`config.mk`:
```
export PLATFORM = sky130hd
export DESIGN_NAME = access_gate_mode_controller_top
export DESIGN_NICKNAME = d
export VERILOG_FILES = /design/src/rtl/core/agmc_pkg.sv /design/src/rtl/core/agmc_cfg_regs.sv /design/src/rtl/core/agmc_step.sv /design/src/rtl/core/access_gate_mode_controller_top.sv
export SDC_FILE = /design/constraint.sdc
export NUM_CORES = 1
export LEC_CHECK = 0
export BUFFER_PORTS_ARGS = -buffer_cell sky130_fd_sc_hd__buf_2
export CORE_UTILIZATION = 35
export DETAILED_ROUTE_END_ITERATION = 10
export PLACE_DENSITY = 0.63
export SYNTH_ARGS = -nofsm -noshare
export SYNTH_HDL_FRONTEND = slang
export SYNTH_HIERARCHICAL = 1
export SYNTH_SLANG_ARGS = --single-unit
export TNS_END_PERCENT = 50
```
`constraint.sdc`:
```
create_clock -name clk -period 3.8 [get_ports clk]
set_clock_uncertainty 0.1 [all_clocks]
set_input_delay 0.57 -clock clk [delete_from_list [all_inputs] [get_ports clk]]
set_output_delay 0.57 -clock clk [all_outputs]
set_load 0.005 [all_outputs]
```
`src/rtl/core/agmc_pkg.sv`:
```
// Shared types and constants of the access gate mode controller.
// Holds the request and result structs, mode encoding and register reset values.
// No dependencies.
package agmc_pkg;

	// Widths of the request and result fields.
	localparam int unsigned UidW = 56;
	localparam int unsigned MsW = 16;
	localparam int unsigned CfgIdxW = 3;

	// Command codes carried by a request.
	localparam logic [1:0] CMD_TICK = 2'd0;
	localparam logic [1:0] CMD_CARD = 2'd1;
	localparam logic [1:0] CMD_ANSWER = 2'd2;

	// Screen codes of a result.
	localparam logic [2:0] SCR_NONE = 3'd0;
	localparam logic [2:0] SCR_HOME = 3'd1;
	localparam logic [2:0] SCR_WAIT_REPLY = 3'd2;
	localparam logic [2:0] SCR_WELCOME = 3'd3;
	localparam logic [2:0] SCR_DENIED = 3'd4;
	localparam logic [2:0] SCR_AWAIT_CARD = 3'd5;
	localparam logic [2:0] SCR_ENROLLED = 3'd6;

	// Publish codes of a result.
	localparam logic [1:0] PUB_NONE = 2'd0;
	localparam logic [1:0] PUB_ACCESS = 2'd1;
	localparam logic [1:0] PUB_ENROLL = 2'd2;

	// Configuration register indexes.
	localparam logic [CfgIdxW-1:0] REG_HOME_REFRESH = 3'd0;
	localparam logic [CfgIdxW-1:0] REG_REPLY_TIMEOUT = 3'd1;
	localparam logic [CfgIdxW-1:0] REG_ACCESS_SHOW = 3'd2;
	localparam logic [CfgIdxW-1:0] REG_ENROLL_WAIT = 3'd3;
	localparam logic [CfgIdxW-1:0] REG_ENROLLED_SHOW = 3'd4;

	// Reset values of the configuration registers.
	localparam logic [MsW-1:0] HOME_REFRESH_RST = 16'd60000;
	localparam logic [MsW-1:0] REPLY_TIMEOUT_RST = 16'd15000;
	localparam logic [MsW-1:0] ACCESS_SHOW_RST = 16'd5000;
	localparam logic [MsW-1:0] ENROLL_WAIT_RST = 16'd10000;
	localparam logic [MsW-1:0] ENROLLED_SHOW_RST = 16'd5000;

	// Gate modes.
	typedef enum logic [2:0] {
		MODE_HOME = 3'd0,
		MODE_REPLY = 3'd1,
		MODE_ACCESS = 3'd2,
		MODE_CARD = 3'd3,
		MODE_ENROLLED = 3'd4
	} mode_t;

	// One request.
	typedef struct packed {
		logic [1:0] command;
		logic [UidW-1:0] card_uid;
		logic authorized;
		logic is_admin;
	} item_t;

	// One result.
	typedef struct packed {
		logic [2:0] screen;
		logic [1:0] publish;
		logic [UidW-1:0] publish_uid;
		logic relay_on;
		logic [2:0] mode;
	} result_t;

	// Time limits held in the configuration registers.
	typedef struct packed {
		logic [MsW-1:0] home_refresh_ms;
		logic [MsW-1:0] reply_timeout_ms;
		logic [MsW-1:0] access_show_ms;
		logic [MsW-1:0] enroll_wait_ms;
		logic [MsW-1:0] enrolled_show_ms;
	} cfg_t;

	// Controller state carried from one request to the next.
	typedef struct packed {
		mode_t mode;
		logic [MsW-1:0] elapsed_ms;
		logic relay;
	} state_t;

endpackage

```
`src/rtl/core/agmc_cfg_regs.sv`:
```
// Configuration register file of the access gate mode controller.
// Depends on agmc_pkg for the register indexes, reset values and cfg_t.
module agmc_cfg_regs (
	input  logic                         clk,
	input  logic                         arst_n,
	input  logic                         cfg_valid,
	output logic                         cfg_ready,
	input  logic [agmc_pkg::CfgIdxW-1:0] cfg_index,
	input  logic [agmc_pkg::MsW-1:0]     cfg_data,
	output agmc_pkg::cfg_t               cfg
);
	import agmc_pkg::*;

	cfg_t cfg_q;

	// The register file takes a write in every cycle.
	assign cfg_ready = 1'b1;
	assign cfg = cfg_q;

	// Decode the index; writes beyond the last register are dropped.
	always_ff @(posedge clk or negedge arst_n) begin
		if (!arst_n) begin
			cfg_q.home_refresh_ms <= HOME_REFRESH_RST;
			cfg_q.reply_timeout_ms <= REPLY_TIMEOUT_RST;
			cfg_q.access_show_ms <= ACCESS_SHOW_RST;
			cfg_q.enroll_wait_ms <= ENROLL_WAIT_RST;
			cfg_q.enrolled_show_ms <= ENROLLED_SHOW_RST;
		end else if (cfg_valid) begin
			unique case (cfg_index)
				REG_HOME_REFRESH: cfg_q.home_refresh_ms <= cfg_data;
				REG_REPLY_TIMEOUT: cfg_q.reply_timeout_ms <= cfg_data;
				REG_ACCESS_SHOW: cfg_q.access_show_ms <= cfg_data;
				REG_ENROLL_WAIT: cfg_q.enroll_wait_ms <= cfg_data;
				REG_ENROLLED_SHOW: cfg_q.enrolled_show_ms <= cfg_data;
				default: ;
			endcase
		end
	end

endmodule

```
`src/rtl/core/agmc_step.sv`:
```
// Next-state and result logic for one request of the gate mode controller.
// Purely combinational; depends on agmc_pkg for the codes and types.
module agmc_step (
	input  agmc_pkg::item_t   item,
	input  agmc_pkg::state_t  state,
	input  agmc_pkg::cfg_t    cfg,
	output agmc_pkg::state_t  state_next,
	output agmc_pkg::result_t result
);
	import agmc_pkg::*;

	logic [MsW-1:0] limit;
	logic [MsW-1:0] elapsed_inc;

	// Time limit of the current mode; home refresh serves any other code.
	always_comb begin
		unique case (state.mode)
			MODE_REPLY: limit = cfg.reply_timeout_ms;
			MODE_ACCESS: limit = cfg.access_show_ms;
			MODE_CARD: limit = cfg.enroll_wait_ms;
			MODE_ENROLLED: limit = cfg.enrolled_show_ms;
			default: limit = cfg.home_refresh_ms;
		endcase
	end

	// Saturating millisecond count.
	assign elapsed_inc = (state.elapsed_ms == '1) ? state.elapsed_ms
		: state.elapsed_ms + MsW'(1);

	// Act on the request.
	always_comb begin
		state_next = state;
		result = '0;
		case (item.command)
			CMD_TICK: begin
				state_next.elapsed_ms = elapsed_inc;
				if (elapsed_inc >= limit) begin
					// Only leaving the access notice switches the relay off.
					if (state.mode == MODE_ACCESS) begin
						state_next.relay = 1'b0;
					end
					state_next.mode = MODE_HOME;
					state_next.elapsed_ms = '0;
					result.screen = SCR_HOME;
				end
			end
			CMD_CARD: begin
				// Cards are only taken at home or while waiting to enrol one.
				if (state.mode == MODE_HOME) begin
					state_next.mode = MODE_REPLY;
					state_next.elapsed_ms = '0;
					result.screen = SCR_WAIT_REPLY;
					result.publish = PUB_ACCESS;
					result.publish_uid = item.card_uid;
				end else if (state.mode == MODE_CARD) begin
					state_next.mode = MODE_ENROLLED;
					state_next.elapsed_ms = '0;
					result.screen = SCR_ENROLLED;
					result.publish = PUB_ENROLL;
					result.publish_uid = item.card_uid;
				end
			end
			CMD_ANSWER: begin
				// An answer is acted on in every mode.
				state_next.elapsed_ms = '0;
				if (item.is_admin) begin
					state_next.mode = MODE_CARD;
					result.screen = SCR_AWAIT_CARD;
				end else if (item.authorized) begin
					state_next.mode = MODE_ACCESS;
					state_next.relay = 1'b1;
					result.screen = SCR_WELCOME;
				end else begin
					state_next.mode = MODE_ACCESS;
					result.screen = SCR_DENIED;
				end
			end
			default: ;
		endcase
		result.relay_on = state_next.relay;
		result.mode = state_next.mode;
	end

endmodule

```
`src/rtl/core/access_gate_mode_controller_top.sv`:
```
// Top level of the access gate mode controller.
// Depends on agmc_pkg, agmc_cfg_regs and agmc_step.
//
// The controller takes one request per clock cycle while it is not stalled and
// gives exactly one result for each. The result is presented from the result
// register after the request has passed through the input register.
// A request is first captured in an input register. The mode, elapsed-time and
// relay state are then updated from it by a single layer of logic, and the
// result is held in an output register.
// A request is stalled only when the input register is full and the result
// register holds a result the consumer is stalling. Configuration writes are
// taken in every cycle and must only be made while no request is in flight.
module access_gate_mode_controller_top (
	input  logic                         clk,
	input  logic                         arst_n,
	input  logic                         item_valid,
	output logic                         item_stall,
	input  agmc_pkg::item_t              item,
	output logic                         result_valid,
	input  logic                         result_stall,
	output agmc_pkg::result_t            result,
	input  logic                         cfg_valid,
	output logic                         cfg_ready,
	input  logic [agmc_pkg::CfgIdxW-1:0] cfg_index,
	input  logic [agmc_pkg::MsW-1:0]     cfg_data
);
	import agmc_pkg::*;

	cfg_t cfg;
	logic valid_s1;
	item_t item_s1;
	logic valid_s2;
	result_t result_s2;
	state_t state_q;
	state_t state_next;
	result_t step_result;
	logic s2_open;

	agmc_cfg_regs u_cfg (
		.clk       (clk),
		.arst_n    (arst_n),
		.cfg_valid (cfg_valid),
		.cfg_ready (cfg_ready),
		.cfg_index (cfg_index),
		.cfg_data  (cfg_data),
		.cfg       (cfg)
	);

	agmc_step u_step (
		.item       (item_s1),
		.state      (state_q),
		.cfg        (cfg),
		.state_next (state_next),
		.result     (step_result)
	);

	// The result register can load when empty or when its result is taken.
	assign s2_open = !valid_s2 || !result_stall;
	assign item_stall = valid_s1 && !s2_open;
	assign result_valid = valid_s2;
	assign result = result_s2;

	// Input register.
	always_ff @(posedge clk or negedge arst_n) begin
		if (!arst_n) begin
			valid_s1 <= 1'b0;
		end else if (!item_stall) begin
			valid_s1 <= item_valid;
		end
	end

	always_ff @(posedge clk) begin
		if (!item_stall && item_valid) begin
			item_s1 <= item;
		end
	end

	// Result register and controller state advance together.
	always_ff @(posedge clk or negedge arst_n) begin
		if (!arst_n) begin
			valid_s2 <= 1'b0;
			state_q.mode <= MODE_HOME;
			state_q.elapsed_ms <= '1;
			state_q.relay <= 1'b0;
		end else if (s2_open) begin
			valid_s2 <= valid_s1;
			if (valid_s1) begin
				state_q <= state_next;
			end
		end
	end

	always_ff @(posedge clk) begin
		if (s2_open && valid_s1) begin
			result_s2 <= step_result;
		end
	end

endmodule

```
After elaboration in Yosys (flattened, before gate mapping)
Cells that the tools add are included.
{"block": "totals", "memories": 0, "register_bits": 227, "in_bits": 84, "latch_bits": 0, "output_inout_bits": 68, "mem_bits_ro": 0, "ram_bits": 0, "elab_cells": 72}
{"block": "op_classes", "magnitude_cmp": 1, "n_mux": 17, "reduce_logical": 20, "n_mul": 0, "eq_ne": 12, "n_shift": 0, "addsub": 1, "n_div": 0, "n_bitwise": 1}
{"cell": "$mux W61", "n": 2}
{"cell": "$pmux W16 S4", "n": 1}
{"cell": "$pmux W19 S3", "n": 1}
{"cell": "$mux W19", "n": 2}
{"cell": "$mux W20", "n": 1}
{"cell": "$add A16 B1 Y16 const B", "n": 1}
{"cell": "$eq A16 B16 Y1 const B", "n": 1}
{"cell": "$ge A16 B16 Y1", "n": 1}
{"cell": "$mux W16", "n": 1}
{"cell": "$eq A3 B2 Y1 const B", "n": 4}
{"cell": "$reduce_and A2 Y1", "n": 6}
{"cell": "$pmux W3 S3", "n": 1}
{"cell": "$eq A3 B1 Y1 const B", "n": 2}
{"cell": "$eq A3 B3 Y1 const B", "n": 2}
{"cell": "$logic_not A3 Y1", "n": 2}
{"cell": "$mux W3", "n": 2}
{"cell": "$mux W1", "n": 5}
{"cell": "$logic_not A1 Y1", "n": 4}
{"cell": "$reduce_and A4 Y1", "n": 1}
{"cell": "$logic_and A1 B1 Y1", "n": 3}
{"cell": "$ne A3 B1 Y1 const B", "n": 1}
{"cell": "$reduce_bool A3 Y1", "n": 1}
{"cell": "$eq A2 B1 Y1 const B", "n": 1}
{"cell": "$eq A2 B2 Y1 const B", "n": 1}
{"cell": "other kinds (5)", "n": 5}

Longest topological paths before layout
Gate-level depths: netlist (run 1).
{"block": "depth", "ltp_word": 6, "depth_mapped": 15, "depth_no_buf": 14}

Cells and area by module
The synthesis (run 1) kept the hierarchy.
{"mod": "access_gate_mode_controller_top", "area_per_inst_um2": 4619.4, "seq_area_each_um2": 4324.1, "instances": 1, "cells_per_inst": 175}
{"mod": "agmc_cfg_regs", "area_per_inst_um2": 3098.0, "seq_area_each_um2": 2038.2, "instances": 1, "cells_per_inst": 175}
{"mod": "agmc_step", "area_per_inst_um2": 2326.0, "seq_area_each_um2": 0.0, "instances": 1, "cells_per_inst": 359}

Worst setup path before layout (run 1)
No wires, ideal clock.
{"block": "synth_path", "path_kind": "register to register", "start": "reg state_q[8] (netlist name)", "end": "reg state_q[17] (netlist name)", "required_ns": 3.575, "stages_incl_launch_ff": 14, "slack_ns": 0.112, "arrival_ns": 3.464, "setup_ns": 0.125, "cell_sequence": "dfstp_2 -> nand4_2 -> or4_4 -> nor2_1 -> mux2_2 -> ha_1 -> nand4_1 -> nor4_1 -> o31ai_1 -> nand4_2 -> nand2_1 -> a221o_1 -> buf_4 -> mux2_2"}
{"item": "start: declaration", "line": "access_gate_mode_controller_top.sv:34", "source": "state_t state_q;"}
{"item": "start signal: assignment", "line": "access_gate_mode_controller_top.sv:88", "source": "state_q <= state_next;"}

==> flow_metrics.env, run 1 <==
export IMPL_outcome="finished clean"
export IMPL_netSwitchingPower_mw=2.28
export IMPL_diodes=0
export IMPL_fin_crit_sh_pct=98.0
export IMPL_overflow=0
export IMPL_drv_cap=0
export IMPL_cts_htree_levels=1
export IMPL_holdCritPathClass="primary input to asynchronous set/reset pin"
export IMPL_p_seq_share_pct=41.7
export IMPL_yosys_area_share_simple_pct=9.99
export IMPL_fillCellCount=2551
export IMPL_switching_share_pct=29.4
export IMPL_worst_slew_pin_slew_ps=874
export IMPL_final_setup_viol_count=0
export IMPL_first_pass_iters=4
export IMPL_wirelength_mm=22.6
export IMPL_peakVddDrop_mv=0.309
export IMPL_clock_fmax_mhz=268
export IMPL_power_density_nw_per_um2=625
export IMPL_ys_warn_count=6
export IMPL_synth_cell_type_count=56
export IMPL_antenna_found_initial=0
export IMPL_placed_area_um2=11400
export IMPL_synth_mux_area_share_pct=12.6
export IMPL_async_flop_share_pct=44.9
export IMPL_rsz0062_at_grt="true"
export IMPL_cp_max_fo=5
export IMPL_power_internal_mw=5.48
export IMPL_wl_per_cell_um=17.5
export IMPL_startpoint="state_q[10]"
export IMPL_synth_edf_count=125
export IMPL_cp_required_ps=4110
export IMPL_hold_viol_final=0
export IMPL_cts_sinks=227
export IMPL_seq_area_frac_synth_pct=63.3
export IMPL_crit_type="flop to flop"
export IMPL_num_vias=6293
export IMPL_synth_compound_area_share_pct=8.55
export IMPL_clk_pin_slew_worst_paths_ps=60
export IMPL_p_leak_nw=5.10
export IMPL_clk_latency_ps=530
export IMPL_r2r_cells=14
export IMPL_crit_path_start_kind="flop"
export IMPL_regToRegEndpoint="state_q[17]"
export IMPL_period_minus_slack_ps=3720
export IMPL_drive_gt1_share_pct=45.7
export IMPL_area_growth_synth_to_final_pct=23.7
export IMPL_final_nets=998
export IMPL_io_buffers=150
export IMPL_place_congestion=0.768
export IMPL_hold_buffers=0
export IMPL_track_usage_pct=15.4
export IMPL_synth_xor_area_share_pct=0.785
export IMPL_grt_pass1_vias=6358
export IMPL_die_h_um=171
export IMPL_synth_area_per_cell_um2=14.2
export IMPL_synth_nets=810
export IMPL_core_um2=28000
export IMPL_final_cell_mix="buf_2, edfxtp_1, mux2_2"
export IMPL_cts_tree="yes"
export IMPL_fp_dieW_um=171
export IMPL_cts_made_buffers=26
export IMPL_hpwl_mm=15.2
export IMPL_grt_max_degree=65
export IMPL_hold_ws_ps=25.4
export IMPL_synth_top_family_by_area="multiplexers"
export IMPL_ant_nets=0
export IMPL_final_area_um2=12400
export IMPL_cts_root_buffer="clkbuf_16"
export IMPL_synth_adder_area_share_pct=2.12
export IMPL_drt_iter0_markers=431
export IMPL_clk_path_buf_depth=3
export IMPL_start_util_pct=35.9
export IMPL_critical_path_arrival_ps=4040
export IMPL_avgViaCountPerCell=4.86
export IMPL_cp_end_kind="flop"
export IMPL_r2r_slack_ps=80
export IMPL_num_io_pins=152
export IMPL_slew_viol_final=0
export IMPL_syn_area_um2=10000
export IMPL_clock_power_share_pct=31.6
export IMPL_die_area_um2=29400
export IMPL_fp_row_count=61
export IMPL_syn_inst=709
export IMPL_setup_tns_ps=0
export IMPL_r2r_start="state_q[10]"
export IMPL_drc=0
export IMPL_slew_headroom_pct=41.6
export IMPL_combPwrFrac_pct=26.6
export IMPL_ys_seq_elements=227
export IMPL_final_common_cell="buf_2"
export IMPL_dominantRegCellSynth="edfxtp_1"
export IMPL_grt_first_pass_wirelength_mm=35.1
-- how the worst max path moves through the flow --
stage                             end  cells past startpoint
after detailed placement   state_q[2]                     12
after CTS                 state_q[13]                     13
after global routing      state_q[18]                     15
after floorplan           state_q[17]                     13
after global placement     state_q[8]                     12
final                     state_q[17]                     14
-- synth_stat cells (2+ instances only) --
| cell type | number | area share [%] |
|---|---|---|
| edfxtp_1 | 125 | 37 |
| mux2_2 | 106 | 12 |
| and2_1 | 59 | 3.7 |
| dfrtp_1 | 57 | 14 |
| dfstp_2 | 45 | 12 |
| nand2_1 | 41 | 1.5 |
| nor2_1 | 32 | 1.2 |
| a22o_1 | 24 | 2.1 |
| a21oi_1 | 22 | 1.1 |
| clkbuf_1 | 21 | 0.78 |
| a221oi_1 | 19 | 1.7 |
| ha_1 | 17 | 2.1 |
| a22oi_1 | 13 | 0.97 |
| o21ai_0 | 11 | 0.55 |
| nor2b_1 | 10 | 0.62 |
| a211oi_1 | 8 | 0.60 |
| buf_4 | 7 | 0.52 |
| buf_6 | 7 | 0.78 |
| inv_1 | 7 | 0.26 |
| mux2i_1 | 7 | 0.70 |
| nand3_1 | 7 | 0.35 |
| xnor2_1 | 6 | 0.52 |
| nand2b_1 | 5 | 0.31 |
| nand4_1 | 5 | 0.31 |
| nor3_1 | 4 | 0.20 |
| a21o_1 | 3 | 0.22 |
| a31oi_1 | 3 | 0.19 |
| buf_2 | 3 | 0.15 |
| xor2_1 | 3 | 0.26 |
| and4bb_2 | 2 | 0.25 |
| nand4_2 | 2 | 0.25 |
| nor4_1 | 2 | 0.12 |
| or2_2 | 2 | 0.12 |
| or3_1 | 2 | 0.12 |
-- metal layers --
layer | up-vias | share of wire, % | GRT usage (%)
li1 | 3011 | - | -
met1 | 3138 | 44 | 20.2
met2 | 117 | 51 | 26.4
met3 | 27 | 3.5 | 2.14
met4 | 0 | 1.8 | 4.31
met5 | - | 0 | 0
-- through the flow --
stage | std cells | setup WS, ps | total power [mW] | utilization, %
5_1_grt | 1295 | -85.2 | 8.18 | 44.3
6_report | 1295 | 75.5 | 7.76 | 44.3
3_3_place_gp | 1236 | -75.2 | 5.23 | 40.7
2_1_floorplan | 709 | 112 | 4.53 | -
4_1_cts | 1287 | 1.25 | 7.77 | 43.8
3_5_place_dp | 1236 | -80.9 | 5.29 | 40.7
-- area by class of cell --
class / instances / area [um2] / area share [%]
inverter: 7 / 30.0 / 0.242
tap: 378 / 473 / 3.81
timing repair buffer: 200 / 1180 / 9.48
clock inverter: 13 / 128 / 1.03
multi-input combinational: 435 / 3530 / 28.4
clock buffer: 35 / 724 / 5.83
sequential: 227 / 6360 / 51.2
-- state kept, by name (all words and copies together), names as in the netlist --
name and cells:
result_valid 1, valid_s1 1, result 65, item_s1 60, state_q 20, u_cfg/cfg 80
-- kinds of logic after synthesis --
kind of cell,count (synthesis)
muxes,113
and+or+nand+nor,181
buffers and inverters,47
DFF,227
adders and majority gates,17
xor gates and xnor gates,9
other,1
AOI/OAI and AO/OA,114
-- critical path, stage by stage, from the launching register on --
cell and delay (ps):
dfstp_2 550, inv_1 100, or4_4 590, a21oi_4 170, nand2_2 110, xnor2_2 160
ha_1 320, nand4_1 140, nor4_2 290, o31ai_2 140, nand4_2 180, buf_4 140
nand2_1 40, a221o_1 310, mux2_2 260
-- power by group through the flow --
stage	clock (mW)	combinational (mW)	sequential (mW)
floorplan	0	1.30	3.24
global placement	0	1.97	3.27
detailed placement	0	2.01	3.28
CTS	2.51	2.02	3.24
global route	2.62	2.28	3.29
finish	2.45	2.07	3.24
-- what timing repair did --
action / CTS / global route
pin swaps: 1 / 15
setup endpoints to repair: 12 / 23
gates resized for setup: 2 / 17
hold endpoints to repair: 0 / 0
buffers inserted: 3 / 8
No activity file was read; power rests on OpenSTA's default activity.
==> run 2, diff against run 1 <==
--- a/config.mk
+++ b/config.mk
@@ -7,6 +7,7 @@
 export LEC_CHECK = 0
 export BUFFER_PORTS_ARGS = -buffer_cell sky130_fd_sc_hd__buf_2
 export CORE_UTILIZATION = 35
+export CTS_BUF_LIST = sky130_fd_sc_hd__clkbuf_4 sky130_fd_sc_hd__clkbuf_8
 export DETAILED_ROUTE_END_ITERATION = 10
 export PLACE_DENSITY = 0.63
 export SYNTH_ARGS = -nofsm -noshare
==> run 2 against run 1 <==
Compared with the run above: combinational power barely moved; power fell by 2.1%; critical endpoint is now state_q[2]; highest routed layer unchanged; first-iteration DRC count down 11%.
==> flow_metrics.env, run 2 (synthesis gave the netlist of run 1 again) <==
export IMPL_diodes=0
export IMPL_r2r_slack_ps=120
export IMPL_io_buffers=150
export IMPL_cts_sinks=227
export IMPL_cts_tree="yes"
export IMPL_holdCritPathClass="primary input to asynchronous set/reset pin"
export IMPL_critical_path_arrival_ps=4030
export IMPL_first_pass_iters=5
export IMPL_hold_viol_final=0
export IMPL_core_um2=28000
export IMPL_drc=0
export IMPL_netSwitchingPower_mw=2.32
export IMPL_hpwl_mm=15.2
export IMPL_final_common_cell="buf_2"
export IMPL_cts_htree_levels=2
export IMPL_grt_pass1_vias=6505
export IMPL_area_growth_synth_to_final_pct=23.8
export IMPL_combPwrFrac_pct=27.3
export IMPL_worstPathCellList="inv_1 -> or4_4 -> a21oi_4 -> nand2_2 -> xnor2_2 -> ha_1 -> nand4_1 -> nor4_2 -> o31ai_2 -> nand4_4 -> clkinvlp_4 -> buf_6 -> a22o_1 -> mux2_2"
export IMPL_fin_crit_sh_pct=96.8
export IMPL_setup_ws_ps=121
export IMPL_antenna_found_initial=0
export IMPL_place_congestion=0.768
export IMPL_slowest_stage="or4_4"
export IMPL_grt_first_pass_wirelength_mm=35.5
export IMPL_finalPower_mw=7.60
export IMPL_avgViaCountPerCell=4.85
export IMPL_power_internal_mw=5.28
export IMPL_power_density_nw_per_um2=611
export IMPL_clk_pin_slew_worst_paths_ps=60
export IMPL_r2r_start="state_q[10]"
export IMPL_max_stage_delay_ps=590
export IMPL_start_util_pct=35.9
export IMPL_die_h_um=171
export IMPL_crit_path_end="state_q[2]"
export IMPL_period_minus_slack_ps=3680
export IMPL_cp_required_ps=4150
export IMPL_fp_dieW_um=171
export IMPL_drv_cap=0
export IMPL_p_leak_nw=5.13
export IMPL_clk_latency_ps=550
export IMPL_hold_buffers=0
export IMPL_clock_power_share_pct=30.0
export IMPL_fp_row_count=61
export IMPL_wirelength_mm=22.9
export IMPL_overflow=0
export IMPL_crit_path_start_kind="flop"
export IMPL_cts_made_buffers=40
export IMPL_final_cell_mix="buf_2, edfxtp_1, mux2_2"
export IMPL_ant_nets=0
export IMPL_num_io_pins=152
export IMPL_regToRegEndpoint="state_q[2]"
export IMPL_dp_slack_ps=-80.9
export IMPL_startpoint="state_q[10]"
export IMPL_clk_path_buf_depth=3
export IMPL_peakVddDrop_mv=0.256
export IMPL_final_setup_viol_count=0
export IMPL_slew_headroom_pct=44.6
export IMPL_outcome="finished clean"
export IMPL_final_util_pct=44.4
export IMPL_die_area_um2=29400
export IMPL_grt_max_degree=65
export IMPL_cts_root_buffer="clkbuf_8"
export IMPL_drive_gt1_share_pct=48.6
export IMPL_final_nets=1011
export IMPL_switching_share_pct=30.5
export IMPL_num_vias=6392
export IMPL_wl_per_cell_um=17.3
export IMPL_slew_viol_final=0
export IMPL_p_seq_share_pct=42.7
export IMPL_cp_end_kind="flop"
export IMPL_crit_type="flop to flop"
export IMPL_rsz0062_at_grt="true"
export IMPL_drt_iter0_markers=384
export IMPL_worst_slew_pin_slew_ps=831
export IMPL_largest_reg_flops=80
export IMPL_cp_max_fo=6
export IMPL_r2r_cells=14
export IMPL_clock_fmax_mhz=272
export IMPL_track_usage_pct=15.6
## run 2: per-layer routing
metal / vias to the layer above / GRT usage (%) / part of all wire, %
met5: - / 0 / 0
met4: 0 / 5.82 / 2.9
met3: 48 / 2.78 / 3.5
met2: 123 / 26.6 / 50
met1: 3180 / 19.8 / 43
li1: 3041 / - / -
## run 2: what timing repair did
| item | in CTS | in global routing |
|---|---|---|
| pin swaps | 1 | 24 |
| setup buffers | 3 | 7 |
| resized for setup | 2 | 28 |
| endpoints found under the setup margin | 12 | 24 |
## run 2: area by class of cell
type,count,area (um2)
clock buffer,57,703
sequential,227,6360
tap,378,473
clock inverter,16,118
timing repair buffer,199,1170
inverter,7,30.0
fill,2576,15600
multi-input combinational,435,3580
## run 2: critical path, delay by kind of cell, from the launching register on
family | cells | cell delay, ps
AO/OA/AOI/OAI | 3 | 530
flip-flops | 1 | 550
AND/OR/NAND/NOR | 5 | 1300
XOR/XNOR | 1 | 160
multiplexers | 1 | 260
buffers and inverters | 3 | 360
adder cells (fa/ha/maj) | 1 | 320
## run 2: metrics by stage
stage	instances	cell area (um2)	setup TNS, ps	hold WS, ps
after global placement	1236	11400	-876	366
after global routing	1319	12400	-510	64.3
after detailed placement	1236	11400	-887	374
after CTS	1312	12200	0	33.9
after floorplan	709	10000	0	174
final	1319	12400	0	22.5
## run 2: how the worst min path moves through the flow
| stage | cells after the start | startpoint | slack (ps) | end |
|---|---|---|---|---|
| 3_3_place_gp | 1 | valid_s1 | 370 | result_valid |
| 6_report | 1 | arst_n | 20 | u_cfg/cfg[21] |
| 3_5_place_dp | 1 | valid_s1 | 370 | result_valid |
| 5_1_grt | 1 | item[3] | 60 | item_s1[3] |
| 2_1_floorplan | 0 | arst_n | 170 | result_valid |
| 4_1_cts | 1 | arst_n | 30 | u_cfg/cfg[31] |
## run 2: power by group through the flow
stage	registers, mW	clock network, mW	logic (mW)
floorplan	3.24	0	1.30
global route	3.29	2.45	2.29
CTS	3.24	2.35	2.02
finish	3.24	2.28	2.07
global placement	3.27	0	1.97
detailed placement	3.28	0	2.01
==> run 3, diff against run 2 <==
--- a/config.mk
+++ b/config.mk
@@ -9,9 +9,8 @@
 export CORE_UTILIZATION = 35
 export CTS_BUF_LIST = sky130_fd_sc_hd__clkbuf_4 sky130_fd_sc_hd__clkbuf_8
 export DETAILED_ROUTE_END_ITERATION = 10
-export PLACE_DENSITY = 0.63
+export PLACE_DENSITY = 0.64
 export SYNTH_ARGS = -nofsm -noshare
 export SYNTH_HDL_FRONTEND = slang
-export SYNTH_HIERARCHICAL = 1
 export SYNTH_SLANG_ARGS = --single-unit
 export TNS_END_PERCENT = 50
==> run 3 against run 2 <==
Compared with the run above: critical path depth is 3 lower; synthesized area is 2.4% lower; worst hold slack better by 94 ps; count of clock-buffer cells in the layout is 4 higher; global-route usage is 1.2 points lower; wire length is 9.7% lower; sequential share of layout area is 1.7 points higher; final area is 3.3% lower; sequential cell count stayed put; synthesized cell count is 1.7% lower; critical path type unchanged; critical endpoint is now result[62]; largest power group unchanged.
==> flow_metrics.env, run 3 <==
export IMPL_outcome="finished clean"
export IMPL_hp_start="item[11]"
export IMPL_drc=0
export IMPL_switching_share_pct=24.6
export IMPL_clk_path_buf_depth=3
export IMPL_core_um2=27300
export IMPL_first_pass_iters=5
export IMPL_final_nets=984
export IMPL_period_minus_slack_ps=3690
export IMPL_dominantRegCellSynth="edfxtp_1"
export IMPL_die_h_um=169
export IMPL_p_seq_share_pct=49.0
export IMPL_holdCritPathClass="primary input to flop"
export IMPL_drv_cap=0
export IMPL_synth_commonest_cells="edfxtp_1, mux2_2, nor2b_1"
export IMPL_grt_first_pass_wirelength_mm=32.5
export IMPL_syn_area_um2=9810
export IMPL_power_density_nw_per_um2=531
export IMPL_antenna_found_initial=0
export IMPL_cts_made_buffers=40
export IMPL_hold_viol_final=0
export IMPL_crit_path_start_kind="flop"
export IMPL_io_buffers=150
export IMPL_fillCellCount=2502
export IMPL_num_io_pins=152
export IMPL_worst_slew_pin_slew_ps=972
export IMPL_setup_tns_ps=0
export IMPL_final_common_cell="buf_2"
export IMPL_grt_max_degree=57
export IMPL_clock_fmax_mhz=271
export IMPL_netSwitchingPower_mw=1.57
export IMPL_ys_seq_elements=227
export IMPL_cts_tree="yes"
export IMPL_track_usage_pct=14.4
export IMPL_path_buf_inv=0
export IMPL_synth_nets=798
export IMPL_synth_top_area_share_pct=38.3
export IMPL_final_setup_viol_count=0
export IMPL_cp_end_kind="flop"
export IMPL_synthTopCellsByArea="edfxtp_1, dfrtp_1, dfstp_2"
export IMPL_start_util_pct=36.0
export IMPL_synth_cell_type_count=50
export IMPL_num_vias=6218
export IMPL_clk_pin_slew_worst_paths_ps=60
export IMPL_critical_path_arrival_ps=3870
export IMPL_fin_crit_sh_pct=97.1
export IMPL_final_cell_mix="buf_2, edfxtp_1, mux2_2"
export IMPL_cp_max_fo=5
export IMPL_worst_path_dominant_cell_family="simple AND/OR/NAND/NOR gates"
export IMPL_wl_per_cell_um=16.1
export IMPL_r2r_start="state_q[2]"
export IMPL_syn_inst=697
export IMPL_cp_required_ps=3980
export IMPL_largest_reg_flops=80
export IMPL_slowest_stage="or4_4"
export IMPL_drt_iter0_markers=363
export IMPL_seq_area_frac_synth_pct=64.9
export IMPL_worstPathCellList="ha_2 -> nand4_1 -> or4_4 -> xnor2_2 -> ha_1 -> nand2b_1 -> a2111o_1 -> a32oi_2 -> nand3b_1 -> or2_4 -> and2_1"
export IMPL_hold_ws_ps=117
export IMPL_drive_gt1_share_pct=44.6
export IMPL_p_leak_nw=4.79
export IMPL_area_growth_synth_to_final_pct=22.7
export IMPL_overflow=0
export IMPL_cts_root_buffer="clkbuf_8"
export IMPL_synth_edf_count=125
export IMPL_wirelength_mm=20.6
export IMPL_ys_warn_count=0
export IMPL_crit_type="flop to flop"
export IMPL_fp_row_count=60
export IMPL_async_flop_share_pct=44.9
export IMPL_grt_pass1_vias=6100
export IMPL_peakVddDrop_mv=0.313
export IMPL_slew_headroom_pct=35.2
export IMPL_synth_area_per_cell_um2=14.1
export IMPL_cts_htree_levels=2
export IMPL_hpwl_mm=13.5
export IMPL_clock_power_share_pct=36.0
export IMPL_avgViaCountPerCell=4.84
export IMPL_slew_viol_final=0
export IMPL_combPwrFrac_pct=15.1
export IMPL_synthMostInstantiatedCell="edfxtp_1"
export IMPL_place_congestion=0.864
export IMPL_startpoint="state_q[2]"
export IMPL_max_stage_delay_ps=640
export IMPL_clk_latency_ps=540
export IMPL_power_internal_mw=4.82
export IMPL_synth_top_cell_by_area="edfxtp_1"
export IMPL_cts_sinks=227
export IMPL_fp_dieW_um=169
export IMPL_die_area_um2=28700
export IMPL_ant_nets=0
==> run 3: changes by cell type after synthesis, moves of 7 or more <==
cell,before,now
and2_1,59,4
a22oi_1,13,0
a22o_1,24,5
mux2_2,106,80
mux4_2,0,16
nand3_1,7,14
a221oi_1,19,0
nor2_1,32,17
a211oi_1,8,0
a21oi_1,22,49
o21ai_0,11,41
nor2b_1,10,62
==> run 3: cell type report <==
class | count | area, um2 | area share [%]
flip-flops and latches | 227 | 6360 | 52.9
multi-input cells | 427 | 3330 | 27.7
repair buffers | 179 | 1010 | 8.40
clock inverters | 10 | 109 | 0.905
well taps | 372 | 465 | 3.87
clock buffers | 61 | 714 | 5.94
inverters | 8 | 30.0 | 0.250
diodes | 1 | 2.50 | 0.0208
==> run 3: power by group through the flow <==
stage	logic (mW)	registers (mW)	clock network (mW)
after floorplan	0.647	3.13	0
after global placement	0.940	3.16	0
after detailed placement	0.956	3.17	0
after CTS	0.962	3.13	2.38
after global routing	1.07	3.17	2.49
final	0.963	3.13	2.30
==> run 3: path summary, 6_finish.rpt <==
check | end | slack (ps) | cells past startpoint
min | item_s1[11] | 120 | 1
max | result[62] | 110 | 11
max in group asynchronous | u_cfg.cfg[35] | 2310 | 3
min reg2reg | result_valid | 400 | 1
min in group asynchronous | u_cfg.cfg[45] | 500 | 2
max reg2reg | result[62] | 110 | 11
==> run 3: routing by layer <==
layer	share of wire [%]	global-route usage [%]	up-vias
met5	0	0	-
met4	2.3	5.09	0
met3	5.5	3.45	32
met2	49	23.9	174
met1	43	18.5	3066
li1	-	-	2946
==> run 3: metrics by stage <==
step	cells	power, mW	instance area, um2	utilization, %	setup slack (ps)
global route	1284	6.72	12000	44.1	-12.0
finish	1285	6.39	12000	44.1	110
detailed placement	1208	4.13	11100	40.8	73.5
global placement	1208	4.10	11100	40.8	164
floorplan	697	3.78	9810	-	210
CTS	1280	6.47	11900	43.8	56.9
==> run 3: logic make-up (layout without fill, tap and decap cells) <==
logic type,count (synthesis),in the layout,share of synthesized area [%]
and+or+nand+nor,186,187,10.4
DFF,227,227,64.9
xor gates and xnor gates,9,9,0.804
AOI/OAI and AO/OA,116,116,6.80
adders and majority gates,17,17,2.17
other,1,2,0.0382
buffers and inverters,44,258,1.90
muxes,97,97,13.0
==> run 3: timing repair <==
action | in CTS | in global routing
setup buffers | 0 | 3
hold endpoints to repair | 20 | 0
endpoints found under the setup margin | 0 | 21
gates resized for setup | 0 | 10
hold buffers | 1 | 0
